## src/assert_macros.svh

```systemverilog
// assertion macros shared by the rtl
`ifndef ASSERT_MACROS_SVH
`define ASSERT_MACROS_SVH

// same-cycle implication, disabled while reset is active
`define ASSERT_IMPLIES(label, clk, rst_n, ante, cons) \
    label: assert property (@(posedge clk) disable iff (!(rst_n)) (ante) |-> (cons)) \
        else $error("assertion failed");

// next-cycle implication, disabled while reset is active
`define ASSERT_NEXT(label, clk, rst_n, ante, cons) \
    label: assert property (@(posedge clk) disable iff (!(rst_n)) (ante) |=> (cons)) \
        else $error("assertion failed");

`endif

```

## src/tlvss_pkg.sv

```systemverilog
// shared constants and types for the tlv stream scanner
`default_nettype none

package tlvss_pkg;

    localparam int HEADER_BYTES_DEF      = 7;
    localparam int MAX_MESSAGE_BYTES_DEF = 4096;
    localparam int MIN_BODY_BYTES        = 4;

    localparam int POS_W    = 12;
    localparam int HDR_W    = 4;
    localparam int PHASE_W  = 3;
    localparam int LEN_W    = 16;
    localparam int STATUS_W = 2;

    localparam logic [PHASE_W-1:0] PH_HEADER  = 3'd0;
    localparam logic [PHASE_W-1:0] PH_ID      = 3'd1;
    localparam logic [PHASE_W-1:0] PH_LEN_LO  = 3'd2;
    localparam logic [PHASE_W-1:0] PH_LEN_HI  = 3'd3;
    localparam logic [PHASE_W-1:0] PH_PAYLOAD = 3'd4;

    localparam logic [STATUS_W-1:0] ST_OK      = 2'd0;
    localparam logic [STATUS_W-1:0] ST_SHORT   = 2'd1;
    localparam logic [STATUS_W-1:0] ST_OVERRUN = 2'd2;

    typedef struct packed {
        logic                found;
        logic [POS_W-1:0]    found_offset;
        logic [POS_W-1:0]    record_count;
        logic [STATUS_W-1:0] status;
    } t_result;

endpackage

`default_nettype wire

```

## src/tlvss_parse.sv

```systemverilog
// per-byte message parser: header skip, record walk, match and count tracking
`default_nettype none

module tlvss_parse #(
    parameter int HEADER_BYTES      = tlvss_pkg::HEADER_BYTES_DEF,
    parameter int MAX_MESSAGE_BYTES = tlvss_pkg::MAX_MESSAGE_BYTES_DEF
) (
    input  wire logic                 i_clk,
    input  wire logic                 i_rst_n,
    input  wire logic                 i_step,
    input  wire logic [7:0]           i_byte,
    input  wire logic                 i_last,
    input  wire logic [7:0]           i_target,
    output tlvss_pkg::t_result        o_result
);
    import tlvss_pkg::*;

    localparam int PosCapInt = (MAX_MESSAGE_BYTES - 1 > 4095) ? 4095 : MAX_MESSAGE_BYTES - 1;
    localparam logic [POS_W-1:0] POS_CAP   = POS_W'(PosCapInt);
    localparam logic [POS_W:0]   SHORT_POS = (POS_W + 1)'(HEADER_BYTES + MIN_BODY_BYTES - 1);
    localparam logic [HDR_W-1:0] HDR_INIT  = HDR_W'(HEADER_BYTES);

    logic [POS_W-1:0]   r_pos,     n_pos;
    logic [PHASE_W-1:0] r_phase,   n_phase;
    logic [HDR_W-1:0]   r_hdr,     n_hdr;
    logic [7:0]         r_len_lo,  n_len_lo;
    logic [LEN_W-1:0]   r_payload, n_payload;
    logic [POS_W-1:0]   r_count,   n_count;
    logic               r_match,   n_match;
    logic [POS_W-1:0]   r_moff,    n_moff;
    logic [LEN_W-1:0]   w_dec;
    logic [LEN_W-1:0]   w_len;
    logic               w_short;

    assign w_dec   = r_payload - LEN_W'(r_payload != '0);
    assign w_len   = {i_byte, r_len_lo};
    assign w_short = {1'b0, r_pos} < SHORT_POS;

    always_comb begin
        n_pos     = r_pos;
        n_phase   = r_phase;
        n_hdr     = r_hdr;
        n_len_lo  = r_len_lo;
        n_payload = r_payload;
        n_count   = r_count;
        n_match   = r_match;
        n_moff    = r_moff;
        unique case (r_phase)
            PH_ID: begin
                if (r_count != '1) begin
                    n_count = r_count + POS_W'(1);
                end
                if (!r_match && (i_byte == i_target)) begin
                    n_match = 1'b1;
                    n_moff  = r_pos;
                end
                n_phase = PH_LEN_LO;
            end
            PH_LEN_LO: begin
                n_len_lo = i_byte;
                n_phase  = PH_LEN_HI;
            end
            PH_LEN_HI: begin
                n_payload = w_len;
                n_phase   = (w_len != '0) ? PH_PAYLOAD : PH_ID;
            end
            PH_PAYLOAD: begin
                n_payload = w_dec;
                if (w_dec == '0) begin
                    n_phase = PH_ID;
                end
            end
            default: begin
                if (r_hdr <= HDR_W'(1)) begin
                    n_hdr   = '0;
                    n_phase = PH_ID;
                end else begin
                    n_hdr   = r_hdr - HDR_W'(1);
                    n_phase = PH_HEADER;
                end
            end
        endcase
        if (r_pos < POS_CAP) begin
            n_pos = r_pos + POS_W'(1);
        end
    end

    always_comb begin
        if (w_short) begin
            o_result.found        = 1'b0;
            o_result.found_offset = '0;
            o_result.record_count = '0;
            o_result.status       = ST_SHORT;
        end else begin
            o_result.found        = n_match;
            o_result.found_offset = n_match ? n_moff : '0;
            o_result.record_count = n_count;
            o_result.status       = (n_phase == PH_ID) ? ST_OK : ST_OVERRUN;
        end
    end

    always_ff @(posedge i_clk) begin
        if (!i_rst_n || (i_step && i_last)) begin
            r_pos     <= '0;
            r_phase   <= PH_HEADER;
            r_hdr     <= HDR_INIT;
            r_len_lo  <= '0;
            r_payload <= '0;
            r_count   <= '0;
            r_match   <= 1'b0;
            r_moff    <= '0;
        end else if (i_step) begin
            r_pos     <= n_pos;
            r_phase   <= n_phase;
            r_hdr     <= n_hdr;
            r_len_lo  <= n_len_lo;
            r_payload <= n_payload;
            r_count   <= n_count;
            r_match   <= n_match;
            r_moff    <= n_moff;
        end
    end

endmodule

`default_nettype wire

```

## src/tlvss_out_reg.sv

```systemverilog
// result register with valid/ready hand-off
`default_nettype none

module tlvss_out_reg (
    input  wire logic               i_clk,
    input  wire logic               i_rst_n,
    input  wire logic               i_load,
    input  wire tlvss_pkg::t_result i_result,
    input  wire logic               i_ready,
    output logic                    o_valid,
    output logic                    o_free,
    output tlvss_pkg::t_result      o_result
);
    import tlvss_pkg::*;

    logic    r_valid;
    t_result r_result;

    assign o_valid  = r_valid;
    assign o_free   = !r_valid || i_ready;
    assign o_result = r_result;

    always_ff @(posedge i_clk) begin
        if (!i_rst_n) begin
            r_valid <= 1'b0;
        end else if (i_load) begin
            r_valid <= 1'b1;
        end else if (i_ready) begin
            r_valid <= 1'b0;
        end
    end

    always_ff @(posedge i_clk) begin
        if (i_load) begin
            r_result <= i_result;
        end
    end

endmodule

`default_nettype wire

```

## src/tlvss_top_placeholder_unused.sv

```systemverilog
// byte input register stage feeding the parser
`default_nettype none

module tlvss_in_reg (
    input  wire logic       i_clk,
    input  wire logic       i_rst_n,
    input  wire logic       i_valid,
    input  wire logic [7:0] i_byte,
    input  wire logic       i_last,
    input  wire logic       i_step,
    output logic            o_ready,
    output logic            o_valid,
    output logic [7:0]      o_byte,
    output logic            o_last
);

    logic       r_valid;
    logic [7:0] r_byte;
    logic       r_last;

    assign o_ready = !r_valid || i_step;
    assign o_valid = r_valid;
    assign o_byte  = r_byte;
    assign o_last  = r_last;

    always_ff @(posedge i_clk) begin
        if (!i_rst_n) begin
            r_valid <= 1'b0;
        end else if (i_valid && o_ready) begin
            r_valid <= 1'b1;
        end else if (i_step) begin
            r_valid <= 1'b0;
        end
    end

    always_ff @(posedge i_clk) begin
        if (i_valid && o_ready) begin
            r_byte <= i_byte;
            r_last <= i_last;
        end
    end

endmodule

`default_nettype wire

```

## src/tlv_stream_scanner_core.sv

```systemverilog
// top level of the tlv stream scanner
// a final byte's result is registered in the input stage and then in the result register before it is valid
// throughput: one byte per cycle; a final byte waits while the previous result is still held
// target id writes complete in the cycle they are offered
// synchronous active-low reset clears the parse state, the target id and both stages
`default_nettype none

module tlv_stream_scanner_core #(
    parameter int HEADER_BYTES      = tlvss_pkg::HEADER_BYTES_DEF,
    parameter int MAX_MESSAGE_BYTES = tlvss_pkg::MAX_MESSAGE_BYTES_DEF
) (
    input  wire logic                               i_clk,
    input  wire logic                               i_rst_n,
    input  wire logic                               i_in_valid,
    output logic                                    o_in_ready,
    input  wire logic [7:0]                         i_data_byte,
    input  wire logic                               i_last_byte,
    output logic                                    o_out_valid,
    input  wire logic                               i_out_ready,
    output logic                                    o_found,
    output logic [tlvss_pkg::POS_W-1:0]             o_found_offset,
    output logic [tlvss_pkg::POS_W-1:0]             o_record_count,
    output logic [tlvss_pkg::STATUS_W-1:0]          o_status,
    input  wire logic                               i_cfg_valid,
    output logic                                    o_cfg_ready,
    input  wire logic [7:0]                         i_cfg_target_id
);
    import tlvss_pkg::*;

    `include "assert_macros.svh"

    logic [7:0] r_target;
    logic       w_in_valid;
    logic [7:0] w_in_byte;
    logic       w_in_last;
    logic       w_out_free;
    logic       w_step;
    t_result    w_result;
    t_result    w_out_result;

    assign o_cfg_ready = 1'b1;
    assign w_step      = w_in_valid && (!w_in_last || w_out_free);

    always_ff @(posedge i_clk) begin
        if (!i_rst_n) begin
            r_target <= '0;
        end else if (i_cfg_valid && o_cfg_ready) begin
            r_target <= i_cfg_target_id;
        end
    end

    tlvss_in_reg u_in_reg (
        .i_clk   (i_clk),
        .i_rst_n (i_rst_n),
        .i_valid (i_in_valid),
        .i_byte  (i_data_byte),
        .i_last  (i_last_byte),
        .i_step  (w_step),
        .o_ready (o_in_ready),
        .o_valid (w_in_valid),
        .o_byte  (w_in_byte),
        .o_last  (w_in_last)
    );

    tlvss_parse #(
        .HEADER_BYTES      (HEADER_BYTES),
        .MAX_MESSAGE_BYTES (MAX_MESSAGE_BYTES)
    ) u_parse (
        .i_clk    (i_clk),
        .i_rst_n  (i_rst_n),
        .i_step   (w_step),
        .i_byte   (w_in_byte),
        .i_last   (w_in_last),
        .i_target (r_target),
        .o_result (w_result)
    );

    tlvss_out_reg u_out_reg (
        .i_clk    (i_clk),
        .i_rst_n  (i_rst_n),
        .i_load   (w_step && w_in_last),
        .i_result (w_result),
        .i_ready  (i_out_ready),
        .o_valid  (o_out_valid),
        .o_free   (w_out_free),
        .o_result (w_out_result)
    );

    assign o_found        = w_out_result.found;
    assign o_found_offset = w_out_result.found_offset;
    assign o_record_count = w_out_result.record_count;
    assign o_status       = w_out_result.status;

    // a waiting result is never overwritten
    `ASSERT_IMPLIES(a_no_overwrite, i_clk, i_rst_n,
        w_in_valid && w_in_last && o_out_valid && !i_out_ready, !w_step)
    // short messages report nothing else
    `ASSERT_IMPLIES(a_short_empty, i_clk, i_rst_n, o_out_valid && (o_status == ST_SHORT),
        !o_found && (o_found_offset == '0) && (o_record_count == '0))
    // no match means zero offset
    `ASSERT_IMPLIES(a_nofind_zero, i_clk, i_rst_n, o_out_valid && !o_found,
        o_found_offset == '0)
    // a match lies past the header and implies a counted record
    `ASSERT_IMPLIES(a_find_past_hdr, i_clk, i_rst_n, o_out_valid && o_found,
        (o_found_offset >= POS_W'(HEADER_BYTES)) && (o_record_count != '0))

endmodule

`default_nettype wire

```

## config.mk

```make
export PLATFORM = sky130hd
export DESIGN_NAME = tlv_stream_scanner_core
export DESIGN_NICKNAME = d
export VERILOG_FILES = /design/src/tlvss_pkg.sv /design/src/tlvss_parse.sv /design/src/tlvss_out_reg.sv /design/src/tlvss_top_placeholder_unused.sv /design/src/tlv_stream_scanner_core.sv
export VERILOG_INCLUDE_DIRS = /design/src /design/src/src
export SDC_FILE = /design/constraint.sdc
export NUM_CORES = 1
export LEC_CHECK = 0
export BUFFER_PORTS_ARGS = -buffer_cell sky130_fd_sc_hd__buf_2
export CAP_MARGIN = 20
export CELL_PAD_IN_SITES_DETAIL_PLACEMENT = 0
export CELL_PAD_IN_SITES_GLOBAL_PLACEMENT = 1
export CORE_MARGIN = 4
export CORE_UTILIZATION = 46
export CTS_CLUSTER_DIAMETER = 60
export CTS_CLUSTER_SIZE = 20
export DETAILED_ROUTE_END_ITERATION = 8
export HOLD_SLACK_MARGIN = 0.06
export PLACE_DENSITY_LB_ADDON = 0.1
export REMOVE_ABC_BUFFERS = 1
export SYNTH_ARGS = -nofsm -noshare
export SYNTH_HDL_FRONTEND = slang
export SYNTH_SLANG_ARGS = --single-unit
export TNS_END_PERCENT = 1
```

## constraint.sdc

```tcl
create_clock -name i_clk -period 3.9 [get_ports i_clk]
set_input_delay 0.78 -clock i_clk [delete_from_list [all_inputs] [get_ports i_clk]]
set_output_delay 0.78 -clock i_clk [all_outputs]
set_load 0.05 [all_outputs]
```

==> summary.txt <==
RSZ-0062 raised after global routing: false
N_diodes: 0
Area leader, netlist: dfxtp_1
Die height: 117.4 um
Die X: 117.4 um
Max incr delay on CP: 0.43 ns
TritonCTS clock tree: done
Vias in the first global route: 3,981
Most frequent cells after synthesis: 83 x nor2_1, 78 x dfxtp_1, 68 x nand2_1
GRT Total Usage: 17.49%
Clock period minus worst slack: 3.002 ns
Startpoint Class: flip-flop
Synthesis-to-finish area growth: 15.90%
CTS hold repair buffers: 0
Nets: 671
Post-synth top area share: 28.39%
CP Data Required Time: 4.07 ns
Sequential area share after synthesis: 48.04%
Worst-margin pin slew: 1.003 ns
Slowest cell on crit path: dfxtp_1
Vias: 4,380
Vias per inst: 5.482
Largest net degree at the start of global routing: 35
Max-slew headroom: 32.99%
Gr ovfl total: 0
Clock Sinks: 114
Clock root buffer: clkbuf_16
Placed cell area: 5844 sq um
DRC viols: 0
Top_reg_cell synth: dfxtp_1
Worst-Skew Late Latency: 0.41 ns
Synthesized instance count: 601
Routed wire length: 11.97 mm
Fillers: 1,078
Top-count cell post-synth: nor2_1
Lkg Pwr: 2.302 nW
Top delay family on crit path: simple AND/OR/NAND/NOR gates
Synth warn: 0
HPWL Detailed: 8.240 mm
Fin. Hold Viols: 0
Crit-path max FO: 7
I/O Buffers: 50
Num rows: 39
CTS buffer count: 17
DRT iter0 DRCs: 201
Starting Density: 47.56%
Cts repair resizes: 0
Highest Clock Rate: 333.1 MHz
Routed length per instance: 14.98 um
VDD IR max: 283.0 uV
Cell Pwr Density: 450.6 nW/um^2
Antenna violations before repair: 0
Setup tns final: 0 ns
Final Util: 55.12%
Drt pass-1 iters: 4
Crit path buf inv count: 1
HP Class: reg -> reg
Routability cong.: 0.8594
Avg Inst Size Synth: 9.152 sq um
MaxCap Viol Count: 0
Postcts setup bufs: 0
Worst Skew: 0.007357 ns
Worst-path cell chain: nor3_1 -> buf_4 -> and3_1 -> nand4_1 -> ha_1 -> ha_1 -> nor4b_4 -> nand3b_1 -> xnor2_1 -> nor4bb_1 -> nand3b_1 -> and3_1
Post-synth EDFFs: 36
Final Cell Area: 6375 sq um
Die ar.: 13,770 sq um
Clock transition at path regs: 0.05 ns
Period Utilization, post-route: 76.97%
Critical path arrival: 3.17 ns
Synth cell types: 59
Synth top area cells: dfxtp_1 28%, edfxtp_1 20%, nor2_1 5.7%
First-pass GRT wire length: 19.63 mm
Mapped cell area: 5500 sq um
Post-synth ARST share: 0%
Worst hold slack: 0.4486 ns
Final setup viols: 0
Post-route ant nets: 0
CP Class: reg -> reg
Core box area: 11,560 sq um
Share of post-route cells with drive strength above 1: 14.94%
IO Count: 52
Clock Path Buffers: 2
H-tree depth: 4
Final Max Slew Viols: 0
Total Power: 0.002873 W
CP Capture Type: flip-flop
Status: complete, no violations
#FFs+latches synth: 114
## flip-flops by register name, summed over array words and instances (netlist names)
register	cells
u_parse.r_hdr	4
u_parse.r_phase	3
u_in_reg.o_byte	8
u_in_reg.o_valid	1
u_in_reg.o_last	1
u_parse.r_pos	12
r_target	8
u_parse.r_moff	12
u_parse.r_match	1
u_out_reg.o_valid	1
u_parse.r_count	12
u_out_reg.o_result	27
u_parse.r_len_lo	8
u_parse.r_payload	16
## cell usage in the layout (no fill, tap or decap), types with 6 or more instances in the layout
master and n:
nor2_1 82, dfxtp_1 78, nand2_1 68, buf_2 50, a21oi_1 40, edfxtp_1 36
mux2i_1 31, o21ai_0 21, xor2_1 20, xnor2_1 20, clkbuf_16 17, inv_1 16
nor3_1 16, nand4_1 14, nor4_1 13, nor2b_1 12, nand3_1 10, buf_4 8
and3_1 6, or3_1 6, ha_1 6
## path summary, 6_finish.rpt
| path | startpoint | endpoint | slack [ns] | cells after the start |
|---|---|---|---|---|
| worst max-delay path | u_parse.r_payload[7]$_SDFFE_PP0P_ | u_out_reg.o_result[1]$_SDFFCE_PP0P_ | 0.90 | 12 |
| worst min register to register | u_parse.r_moff[0]$_SDFFE_PP0P_ | u_parse.r_moff[0]$_SDFFE_PP0P_ | 0.45 | 2 |
| worst max register to register | u_parse.r_payload[7]$_SDFFE_PP0P_ | u_out_reg.o_result[1]$_SDFFCE_PP0P_ | 0.90 | 12 |
| worst min-delay path | u_parse.r_moff[0]$_SDFFE_PP0P_ | u_parse.r_moff[0]$_SDFFE_PP0P_ | 0.45 | 2 |
## per-layer routing
metal	up-vias	track usage [%]	wire, um
met2	104	27.67	5593
met1	2047	22.31	5534
met4	0	9.091	331
met5	-	0	0
li1	2204	-	-
met3	25	4.139	508
## cell families after synthesis
kind of cell / synth area share [%]
flops: 48.04
compound gates: 11.47
xor+xnor: 6.369
fa+ha+maj: 1.365
other cells: 0.06818
buf+inv: 4.072
simple gates: 22.36
mux: 6.256
## worst reg2reg max path: cells and delay by family (launching register included)
family	cells	cell delay, ns
adder cells (fa/ha/maj)	2	0.43
buffers and inverters	1	0.16
XOR/XNOR	1	0.18
flip-flops	1	0.43
AND/OR/NAND/NOR	8	1.55
## report_power, final
| part | switching (W) | total (W) | leakage [nW] | internal, W |
|---|---|---|---|---|
| combinational | 0.000131 | 0.000213 | 1.05 | 0.0000819 |
| sequential | 0.0000242 | 0.00127 | 0.995 | 0.00125 |
| clock | 0.000528 | 0.00139 | 0.254 | 0.000862 |
| total | 0.000683 | 0.00287 | 2.30 | 0.00219 |
## per-stage QoR
| stage | std cells | worst slack (ns) |
|---|---|---|
| 3_3_place_gp | 767 | 0.9640 |
| 3_5_place_dp | 767 | 0.8856 |
| 4_1_cts | 799 | 0.8899 |
| 5_1_grt | 799 | 0.6837 |
| 6_report | 799 | 0.8981 |
| 2_1_floorplan | 566 | 0.5938 |
## area by class of cell
type	count	area [sq um]	area share, %
clock buffers	20	436.7	6.850
clock inverters	12	93.84	1.472
inverters	16	60.06	0.9421
multi-input cells	436	2653	41.61
flip-flops and latches	114	2643	41.45
well taps	143	178.9	2.807
repair buffers	58	310.3	4.868
(Power assumes the default switching activity.)
